==> src/rtl/gregorian_days_between_dates_macros.svh <==
// ----------------------------------------------------------------------------
// Assertion macros for the Gregorian day difference block
// Concurrent checks clocked on clk_i and held off while rst_ni is low.
// ----------------------------------------------------------------------------
`ifndef GREGORIAN_DAYS_BETWEEN_DATES_MACROS_SVH
`define GREGORIAN_DAYS_BETWEEN_DATES_MACROS_SVH

`ifndef SYNTHESIS

// The property must hold at every clock edge outside reset.
`define GDBD_ASSERT(lbl, prop, msg) \
  lbl: assert property (@(posedge clk_i) disable iff (!rst_ni) (prop)) else $error(msg);

// The condition must never be seen at a clock edge outside reset.
`define GDBD_ASSERT_NEVER(lbl, prop, msg) \
  lbl: assert property (@(posedge clk_i) disable iff (!rst_ni) !(prop)) else $error(msg);

`else

`define GDBD_ASSERT(lbl, prop, msg)
`define GDBD_ASSERT_NEVER(lbl, prop, msg)

`endif

`endif

==> src/rtl/gdbd_pkg.sv <==
// ----------------------------------------------------------------------------
// gdbd_pkg
// Types, constants and calendar tables shared by the day difference block.
// ----------------------------------------------------------------------------
`timescale 1ns / 1ps

package gdbd_pkg;

  localparam int unsigned DayW     = 5;
  localparam int unsigned MonthW   = 4;
  localparam int unsigned YearW    = 14;
  localparam int unsigned CountW   = 22;
  localparam int unsigned StatusW  = 2;
  localparam int unsigned DayNumW  = 23;
  localparam int unsigned CentW    = 8;
  localparam int unsigned YearCmpW = 16;

  localparam int unsigned MaxYearDefault = 9999;
  localparam int unsigned MonthsPerYear  = 12;
  localparam int unsigned DaysPerYear    = 365;
  localparam int unsigned YearsPerCent   = 100;

  // floor(y / 100) as (y * Recip100) >> RecipShift, exact for y below 43690.
  localparam int unsigned Recip100   = 10486;
  localparam int unsigned RecipW     = 14;
  localparam int unsigned RecipShift = 20;
  localparam int unsigned ProdW      = YearW + RecipW;

  localparam logic [StatusW-1:0] StatusOk       = 2'd0;
  localparam logic [StatusW-1:0] StatusOrder    = 2'd1;
  localparam logic [StatusW-1:0] StatusInvalid  = 2'd2;

  typedef struct packed {
    logic [DayW-1:0]   first_day;
    logic [MonthW-1:0] first_month;
    logic [YearW-1:0]  first_year;
    logic [DayW-1:0]   last_day;
    logic [MonthW-1:0] last_month;
    logic [YearW-1:0]  last_year;
  } req_t;

  typedef struct packed {
    logic [CountW-1:0]  day_count;
    logic [StatusW-1:0] status;
  } res_t;

  // One date after the range checks, split into the terms of its day number.
  typedef struct packed {
    logic              ok;
    logic              leap;
    logic [YearW-1:0]  prev_year;
    logic [CentW-1:0]  prev_cent;
    logic [MonthW-1:0] month;
    logic [DayW-1:0]   day;
  } check_t;

  typedef struct packed {
    logic               ok;
    logic [DayNumW-1:0] num;
  } num_t;

  function automatic logic [DayW-1:0] month_len(input logic [MonthW-1:0] m);
    logic [DayW-1:0] len;
    case (m)
      4'd1, 4'd3, 4'd5, 4'd7, 4'd8, 4'd10, 4'd12: len = 5'd31;
      4'd4, 4'd6, 4'd9, 4'd11:                     len = 5'd30;
      4'd2:                                        len = 5'd28;
      default:                                     len = 5'd0;
    endcase
    return len;
  endfunction

  function automatic logic [8:0] days_before(input logic [MonthW-1:0] m);
    logic [8:0] n;
    case (m)
      4'd1:    n = 9'd0;
      4'd2:    n = 9'd31;
      4'd3:    n = 9'd59;
      4'd4:    n = 9'd90;
      4'd5:    n = 9'd120;
      4'd6:    n = 9'd151;
      4'd7:    n = 9'd181;
      4'd8:    n = 9'd212;
      4'd9:    n = 9'd243;
      4'd10:   n = 9'd273;
      4'd11:   n = 9'd304;
      4'd12:   n = 9'd334;
      default: n = 9'd0;
    endcase
    return n;
  endfunction

endpackage

==> src/rtl/gdbd_date_check.sv <==
// ----------------------------------------------------------------------------
// gdbd_date_check
// Two stages per date: the century quotient by reciprocal multiplication,
// then the leap rule, the range checks and the previous-year terms.
// ----------------------------------------------------------------------------
`timescale 1ns / 1ps

module gdbd_date_check #(
  parameter int unsigned MAX_YEAR = gdbd_pkg::MaxYearDefault
) (
  input  logic                         clk_i,
  input  logic [gdbd_pkg::DayW-1:0]    day_i,
  input  logic [gdbd_pkg::MonthW-1:0]  month_i,
  input  logic [gdbd_pkg::YearW-1:0]   year_i,
  output gdbd_pkg::check_t             chk_o
);
  import gdbd_pkg::*;

  localparam logic [YearCmpW-1:0] MaxYearW = YearCmpW'(MAX_YEAR);

  // Stage one.
  logic [ProdW-1:0]  prod;
  logic [DayW-1:0]   day_q;
  logic [MonthW-1:0] month_q;
  logic [YearW-1:0]  year_q;
  logic [CentW-1:0]  cent_q;

  assign prod = ProdW'(year_i) * ProdW'(Recip100);

  always_ff @(posedge clk_i) begin
    day_q   <= day_i;
    month_q <= month_i;
    year_q  <= year_i;
    cent_q  <= prod[RecipShift +: CentW];
  end

  // Stage two.
  logic [YearW-1:0] rem100;
  logic             century;
  logic             leap;
  logic [DayW-1:0]  lim;
  logic             year_ok;
  logic             month_ok;
  logic             day_ok;
  check_t           chk_d;
  check_t           chk_q;

  always_comb begin
    rem100   = year_q - YearW'(YearW'(cent_q) * YearW'(YearsPerCent));
    century  = (rem100 == '0);
    leap     = (year_q[1:0] == 2'b00) && (!century || (cent_q[1:0] == 2'b00));
    lim      = month_len(month_q) + DayW'((month_q == 4'd2) && leap);
    year_ok  = (year_q != '0) && (YearCmpW'(year_q) <= MaxYearW);
    month_ok = (month_q != '0) && (month_q <= MonthW'(MonthsPerYear));
    day_ok   = (day_q != '0) && (day_q <= lim);

    chk_d.ok        = year_ok && month_ok && day_ok;
    chk_d.leap      = leap;
    chk_d.prev_year = year_q - YearW'(1);
    // The year before a century year lies in the previous century.
    chk_d.prev_cent = cent_q - CentW'(century);
    chk_d.month     = month_q;
    chk_d.day       = day_q;
  end

  always_ff @(posedge clk_i) begin
    chk_q <= chk_d;
  end

  assign chk_o = chk_q;

endmodule

==> src/rtl/gdbd_day_number.sv <==
// ----------------------------------------------------------------------------
// gdbd_day_number
// Third stage: the day number of a checked date, counted from 1 January of
// year one.
// ----------------------------------------------------------------------------
`timescale 1ns / 1ps

module gdbd_day_number (
  input  logic             clk_i,
  input  gdbd_pkg::check_t chk_i,
  output gdbd_pkg::num_t   num_o
);
  import gdbd_pkg::*;

  num_t num_d;
  num_t num_q;

  always_comb begin
    num_d.ok  = chk_i.ok;
    num_d.num = DayNumW'(chk_i.prev_year) * DayNumW'(DaysPerYear)
              + DayNumW'(chk_i.prev_year >> 2)
              - DayNumW'(chk_i.prev_cent)
              + DayNumW'(chk_i.prev_cent >> 2)
              + DayNumW'(days_before(chk_i.month))
              + DayNumW'((chk_i.month > 4'd2) && chk_i.leap)
              + DayNumW'(chk_i.day)
              - DayNumW'(1);
  end

  always_ff @(posedge clk_i) begin
    num_q <= num_d;
  end

  assign num_o = num_q;

endmodule

==> src/rtl/gregorian_days_between_dates.sv <==
// ----------------------------------------------------------------------------
// gregorian_days_between_dates
// Each accepted word passes the century, check, day number and result
// registers in that order; the result strobe rises with the result word.
// Throughput: one word per cycle; busy stays low, so start may be held high.
// The four stages are the century multiply, the date checks, the day number
// sum and the final compare and subtract.
// Reset clears the valid bits only; no result appears until a word enters.
// ----------------------------------------------------------------------------
`timescale 1ns / 1ps

`include "gregorian_days_between_dates_macros.svh"

module gregorian_days_between_dates #(
  parameter int unsigned MAX_YEAR = gdbd_pkg::MaxYearDefault
) (
  input  logic           clk_i,
  input  logic           rst_ni,
  input  logic           start,
  output logic           busy,
  input  gdbd_pkg::req_t req_i,
  output logic           valid_o,
  output gdbd_pkg::res_t res_o
);
  import gdbd_pkg::*;

  logic     accept;
  check_t   chk_a;
  check_t   chk_b;
  num_t     num_a;
  num_t     num_b;
  logic [2:0] vld_d;
  logic [2:0] vld_q;
  logic     valid_q;
  res_t     res_d;
  res_t     res_q;

  assign busy   = 1'b0;
  assign accept = start && !busy;

  gdbd_date_check #(.MAX_YEAR(MAX_YEAR)) u_check_a (
    .clk_i   (clk_i),
    .day_i   (req_i.first_day),
    .month_i (req_i.first_month),
    .year_i  (req_i.first_year),
    .chk_o   (chk_a)
  );

  gdbd_date_check #(.MAX_YEAR(MAX_YEAR)) u_check_b (
    .clk_i   (clk_i),
    .day_i   (req_i.last_day),
    .month_i (req_i.last_month),
    .year_i  (req_i.last_year),
    .chk_o   (chk_b)
  );

  gdbd_day_number u_num_a (
    .clk_i (clk_i),
    .chk_i (chk_a),
    .num_o (num_a)
  );

  gdbd_day_number u_num_b (
    .clk_i (clk_i),
    .chk_i (chk_b),
    .num_o (num_b)
  );

  assign vld_d = {vld_q[1:0], accept};

  // Validity takes precedence over the order of the two dates.
  always_comb begin
    res_d.day_count = '0;
    res_d.status    = StatusOk;
    if (!(num_a.ok && num_b.ok)) begin
      res_d.status = StatusInvalid;
    end else if (num_a.num > num_b.num) begin
      res_d.status = StatusOrder;
    end else begin
      res_d.day_count = CountW'(num_b.num - num_a.num);
    end
  end

  always_ff @(posedge clk_i or negedge rst_ni) begin
    if (!rst_ni) begin
      vld_q   <= '0;
      valid_q <= 1'b0;
    end else begin
      vld_q   <= vld_d;
      valid_q <= vld_q[2];
    end
  end

  always_ff @(posedge clk_i) begin
    res_q <= res_d;
  end

  assign valid_o = valid_q;
  assign res_o   = res_q;

  `GDBD_ASSERT(a_latency, accept |-> ##4 valid_o, "accepted word did not reach the output")
  `GDBD_ASSERT(a_err_zero, (valid_o && (res_o.status != StatusOk)) |-> (res_o.day_count == '0),
               "error result with non-zero day count")
  `GDBD_ASSERT(a_status_code, valid_o |-> ((res_o.status == StatusOk) ||
               (res_o.status == StatusOrder) || (res_o.status == StatusInvalid)),
               "undefined status code")
  `GDBD_ASSERT_NEVER(a_no_spurious, valid_o && !$past(vld_q[2]), "result strobe without a word in flight")

endmodule

==> config.mk <==
export PLATFORM = sky130hd
export DESIGN_NAME = gregorian_days_between_dates
export DESIGN_NICKNAME = d
export VERILOG_FILES = /design/src/rtl/gdbd_pkg.sv /design/src/rtl/gdbd_date_check.sv /design/src/rtl/gdbd_day_number.sv /design/src/rtl/gregorian_days_between_dates.sv
export VERILOG_INCLUDE_DIRS = /design/src /design/src/rtl
export SDC_FILE = /design/constraint.sdc
export NUM_CORES = 1
export LEC_CHECK = 0
export ABC_AREA = 1
export BUFFER_PORTS_ARGS = -buffer_cell sky130_fd_sc_hd__buf_4
export CAP_MARGIN = 20
export CORE_AREA = 2 2 280 421
export DETAILED_ROUTE_END_ITERATION = 10
export DIE_AREA = 0 0 282 423
export PLACE_DENSITY_LB_ADDON = 0.15
export SLEW_MARGIN = 20
export SYNTH_ARGS = -nofsm -noshare
export SYNTH_HDL_FRONTEND = slang
export SYNTH_HIERARCHICAL = 1
export SYNTH_SLANG_ARGS = --single-unit
==> constraint.sdc <==
create_clock -name clk_i -period 8.8 [get_ports clk_i]
set_clock_uncertainty 0.1 [all_clocks]
set_input_delay 0.88 -clock clk_i [delete_from_list [all_inputs] [get_ports clk_i]]
set_output_delay 0.88 -clock clk_i [all_outputs]
set_load 0.03 [all_outputs]
# --- After elaboration in Yosys (flattened, before gate mapping) ---
# Memories as Yosys holds them, arrays and structs flattened. A register that Yosys moved wholly into a read port is not among the register bits.
# Index checks and enable logic that the tools add are counted.
# Widths: inputs -> output; s select.
classes:
  addsub: 23
  n_mul: 6
  n_lt_le_gt_ge: 9
  eq_ne: 2
  n_mux: 1
  bitwise_logic: 1
  reduce_logical: 34
op_table:
  columns: ["op", "count"]
  rows:
  - ["$mul 14x13->27 const B", 2]
  - ["$add 23x1->23", 2]
  - ["$add 23x12->23", 2]
  - ["$add 23x5->23", 2]
  - ["$add 23x6->23", 2]
  - ["$add 23x9->23", 2]
  - ["$mul 14x9->23 const B", 2]
  - ["$sub 23x1->23 const B", 2]
  - ["$sub 23x8->23", 2]
  - ["$le 14x14->1 const B", 2]
  - ["$logic_not 14->1", 2]
  - ["$reduce_bool 14->1", 2]
  - ["$sub 14x1->14 const B", 2]
  - ["$sub 14x14->14", 2]
  - ["$mul 8x5->12 const B", 2]
  - ["$gt 23x23->1", 1]
  - ["$sub 22x22->22", 1]
  - ["$logic_and 1x1->1", 17]
  - ["$sub 8x1->8", 2]
  - ["$add 5x1->5", 2]
  - ["$le 5x5->1", 2]
  - ["$reduce_bool 5->1", 2]
  - ["$eq 4x2->1 const B", 2]
  - ["$gt 4x2->1 const B", 2]
  - ["other kinds (8)", 15]
word_totals:
  register_bits: 204
  mem_bits_ro: 448
  in_bits: 49
  output_inout_bits: 26
  elab_cells: 108
  memories: 4
memory_table:
  columns: ["memory", "words", "width", "rd", "rd_clocked_by_memory_dff", "write_ports", "line_no", "text"]
  rows:
  - ["(name not given)", 16, 9, 1, 1, 0, "gdbd_pkg.sv:75", "case (m)"]
  - ["(name not given)", 16, 9, 1, 1, 0, "gdbd_pkg.sv:75", null]
  - ["(name not given)", 16, 5, 1, 1, 0, "gdbd_pkg.sv:64", "case (m)"]
  - ["(name not given)", 16, 5, 1, 1, 0, "gdbd_pkg.sv:64", null]

# --- Longest topological paths before layout ---
depth:
  depth_word: 11
  ltp_mapped: 35
  mapped_depth_nobuf: 35

# --- Cells and area by module ---
# Netlist, hierarchy kept.
modules_own_cells:
  columns: ["module", "instances", "cells_each", "area_per_inst_um2", "seq_area_each_um2"]
  rows:
  - ["gdbd_date_check (u_check_a)", 1, 844, 7169.4, 1341.3]
  - ["gdbd_date_check (u_check_b)", 1, 839, 7056.8, 1341.3]
  - ["gdbd_day_number (u_num_b)", 1, 707, 5761.8, 480.5]
  - ["gdbd_day_number (u_num_a)", 1, 715, 5751.8, 480.5]
  - ["gregorian_days_between_dates", 1, 488, 3004.1, 580.6]

# --- Worst setup path before layout ---
# OpenSTA, ideal clock, no wires.
synth_timing:
  path_type: "flip-flop to flip-flop"
  start: "register u_check_b.cent_q[3]"
  end: "register u_check_b.chk_q, in the netlist u_check_b/chk_o[32]"
  setup_ns: 0.078
  arrival_ns: 4.923
  required_ns: 8.622
  setup_slack_ns: 3.699
  stages_incl_launch_ff: 33
  n_path_buf: 0
  path_cell_list: "dfxtp_1 -> inv_1 -> ha_1 -> ha_1 -> fa_1 -> ha_1 -> nand2_1 -> o21ai_0 -> nand2_1 -> nand2_1 -> a21oi_1 -> xor2_1 -> ha_1 -> nand2_1 -> nor2_1 -> nand2_1 -> a21oi_1 -> nor2_1 -> nand2_1 -> nand2_1 -> nor2_1 -> nand3_1 -> nand2_1 -> nor2_1 -> ha_1 -> ha_1 -> inv_1 -> ha_1 -> ha_1 -> a21oi_1 -> o221ai_1 -> o21a_1 -> nor3_1"
synth_rtl:
  columns: ["element", "line_no", "text"]
  rows:
  - ["from (decl)", "gdbd_date_check.sv:26", "logic [CentW-1:0] cent_q;"]
  - ["from (signal assigned)", "gdbd_date_check.sv:34", "cent_q <= prod[RecipShift +: CentW];"]
  - ["to (signal assigned)", "gdbd_date_check.sv:67", "chk_q <= chk_d;"]
  - ["to (decl)", "gdbd_date_check.sv:46", "check_t chk_q;"]

==> results.py <==
metrics = {
    "outcome": {
        "outcome": "finished clean",
    },
    "worst_setup_path": {
        "cp-start-kind": "register",
        "timing.rr.start": "u_check_b/cent_q[2]",
        "worstSetupPathType": "reg -> reg",
        "reg2reg_depth": 32,
        "r2r_slack_ps": 3170,
        "worstReg2RegEnd": "u_check_b/chk_o[32]",
        "critical-path-top-delay-family": "adder cells",
        "worst-path-buf-inv": 2,
        "cp_slowest_cell": "fa_1",
        "worstPathArrival_ps": 6040,
        "crit_path_end_kind": "register",
        "slowest_delay_ps": 470,
        "crit_fanout": 4,
        "cp.required_ps": 9220,
    },
    "route": {
        "wire_per_inst_um": 14.65,
        "drt_iter0_drc": 638,
        "vias_per_cell": 4.039,
        "drc": 0,
        "vias": 21230,
        "antenna_left": 0,
        "met1_length_um": 29260,
        "drt-pass1-iter-count": 5,
        "maxUsedRoutingLayer": "met5",
        "drt-total-wl_um": 76980,
        "wl_met2_um": 43920,
        "wl_met3_um": 1544,
    },
    "sta": {
        "worst_pin_slew_ps": 666.7,
        "fin_hold_ws_ps": 218.1,
        "relSlewSlack": 0.5514,
        "hold_viol_final": 0,
        "slew_viol_final": 0,
        "rsz0062_at_grt": "false",
        "setup_viol": 0,
        "period_needed_ps": 5626,
        "tns_ps": 0,
        "min_period_over_period": 0.6393,
        "clock.fmax_ghz": 0.1777,
    },
    "synth": {
        "yosys_warnings": 6,
        "synth_top_area_frac": 0.2516,
        "ys_ff_latch": 210,
        "yosysSeqAreaShare": 0.1470,
        "yosysMostFrequentCell": "inv_1",
        "synth.avg_cell_area_um2": 8.000,
        "async_flop_share": 0.01905,
        "syn_nets": 4535,
        "synthTopCellsByArea": "ha_1, fa_1, dfxtp_1",
        "netlist_top_cells_count": "inv_1, nand2_1, ha_1, fa_1, dfxtp_1",
        "synth.largest_area_cell": "ha_1",
        "synth_enable_flop_cells": 0,
        "synth_flop_cell": "dfxtp_1",
        "synthCells": 3593,
        "synth_cell_type_count": 53,
        "netlist_area_um2": 28740,
    },
    "placed_design": {
        "port_buffers": 73,
        "place_congestion": 0.8535,
        "hpwl_um": 69360,
    },
    "cells_and_area": {
        "n_antenna_cell": 0,
        "drive_gt1_frac": 0.06152,
        "layout.nets": 4628,
        "areaGrowthSynthToFinish_pct": 11.65,
    },
    "clock_network": {
        "clkSlewWorstSetupHoldPaths_ps": 70,
        "cts_tree": "done",
        "numCtsBuffers": 26,
        "cts.htree.levels": 1,
        "ctsResizeCount": 0,
        "clk_latency_ps": 590,
        "clk_path_buf_depth": 3,
        "root_buffer": "clkbuf_16",
        "clock_sinks": 210,
    },
    "floorplan": {
        "rows": 153,
        "io-pin-count": 75,
        "die_area_um2": 119300,
        "fp.dieW_um": 282,
        "die_h_um": 423,
        "initial_utilization": 0.2490,
        "coreArea_um2": 115400,
    },
    "run": {
        "maxCapViolCount": 0,
    },
    "hold_path": {
        "min_from": "u_check_a/chk_o[32]",
        "hold_path.class": "reg -> reg",
        "hold_end": "u_num_a/num_o[23]",
        "hold_depth": 0,
    },
    "global_routing": {
        "antenna_found_initial": 6,
        "grt.overflow.total": 0,
        "grt_pass1_vias": 23317,
        "grtUsageTotal": 0.1331,
        "grt_max_degree": 23,
        "grt_pass1_wl_um": 123700,
    },
}
-- stage by stage --
| step | utilization | cells | cell area (µm²) | setup WS [ps] |
|---|---|---|---|---|
| final | 0.2780 | 5256 | 32090 | 3174 |
| after global routing | 0.2780 | 5256 | 32090 | 2724 |
| after CTS | 0.2780 | 5256 | 32090 | 3153 |
| after detailed placement | 0.2700 | 5207 | 31160 | 3185 |
| after global placement | 0.2700 | 5207 | 31160 | 3194 |
| after floorplan | - | 3593 | 28740 | 3699 |
-- flip-flops by register name, summed over array words and instances (netlist names), 14 cells and up, named ones only --
signal / flops
u_check_a/year_q: 14
u_num_b/num_o: 24
u_check_b/year_q: 14
u_check_b/chk_o: 33
u_check_a/chk_o: 33
res_o: 24
u_num_a/num_o: 24
-- how the worst max path moves through the flow --
stage,start,end,cells after the start
3_3_place_gp,u_check_b/cent_q[3],u_check_b/chk_o[32],32
5_1_grt,u_check_a/cent_q[3],u_check_a/chk_o[32],32
2_1_floorplan,u_check_b/cent_q[3],u_check_b/chk_o[32],32
3_5_place_dp,u_check_a/cent_q[3],u_check_a/chk_o[32],30
4_1_cts,u_check_a/cent_q[3],u_check_a/chk_o[32],30
6_report,u_check_b/cent_q[2],u_check_b/chk_o[32],32
-- layout by cell type (no fill, tap or decap), types with 31 or more instances in the layout --
cell | Yosys | final
nand3_1 | 140 | 140
dfxtp_1 | 206 | 206
inv_1 | 969 | 969
nor2_1 | 176 | 176
xor2_1 | 76 | 76
nand4_1 | 31 | 31
o21ai_0 | 46 | 46
nor2_2 | 31 | 31
buf_4 | 1 | 73
fa_1 | 315 | 315
a21oi_1 | 109 | 109
ha_1 | 578 | 578
nand2_1 | 708 | 708
-- layout make-up --
cell class / instances / area [µm²]
fill: 12668 / 83340
multi-input combinational: 2391 / 20760
sequential: 210 / 4224
inverter: 983 / 3690
tap: 1550 / 1939
clock buffer: 30 / 685.7
timing repair buffer: 74 / 558.0
clock inverter: 18 / 234.0
-- metal layers --
layer,track usage,vias to the layer above
li1,-,11046
met1,0.1384,9900
met2,0.2738,175
met3,0.01214,97
met4,0.03785,12
met5,0,-
-- kinds of logic after synthesis --
group | after synthesis | share of synthesized area
mux | 2 | 0.0007400
compound gates | 215 | 0.04240
simple gates | 1183 | 0.1785
buf+inv | 992 | 0.1307
xor+xnor | 97 | 0.02956
flops | 210 | 0.1470
fa+ha+maj | 893 | 0.4710
other cells | 1 | 0.0001305
-- timing repair --
item | CTS | global route
buffers inserted | 0 | 0
hold endpoints to repair | 4 | 0
hold buffers | 1 | 0
Power is left out: the tool's default activity adds up to more than one toggle a clock period on the data nets, which glitch-free logic cannot reach.
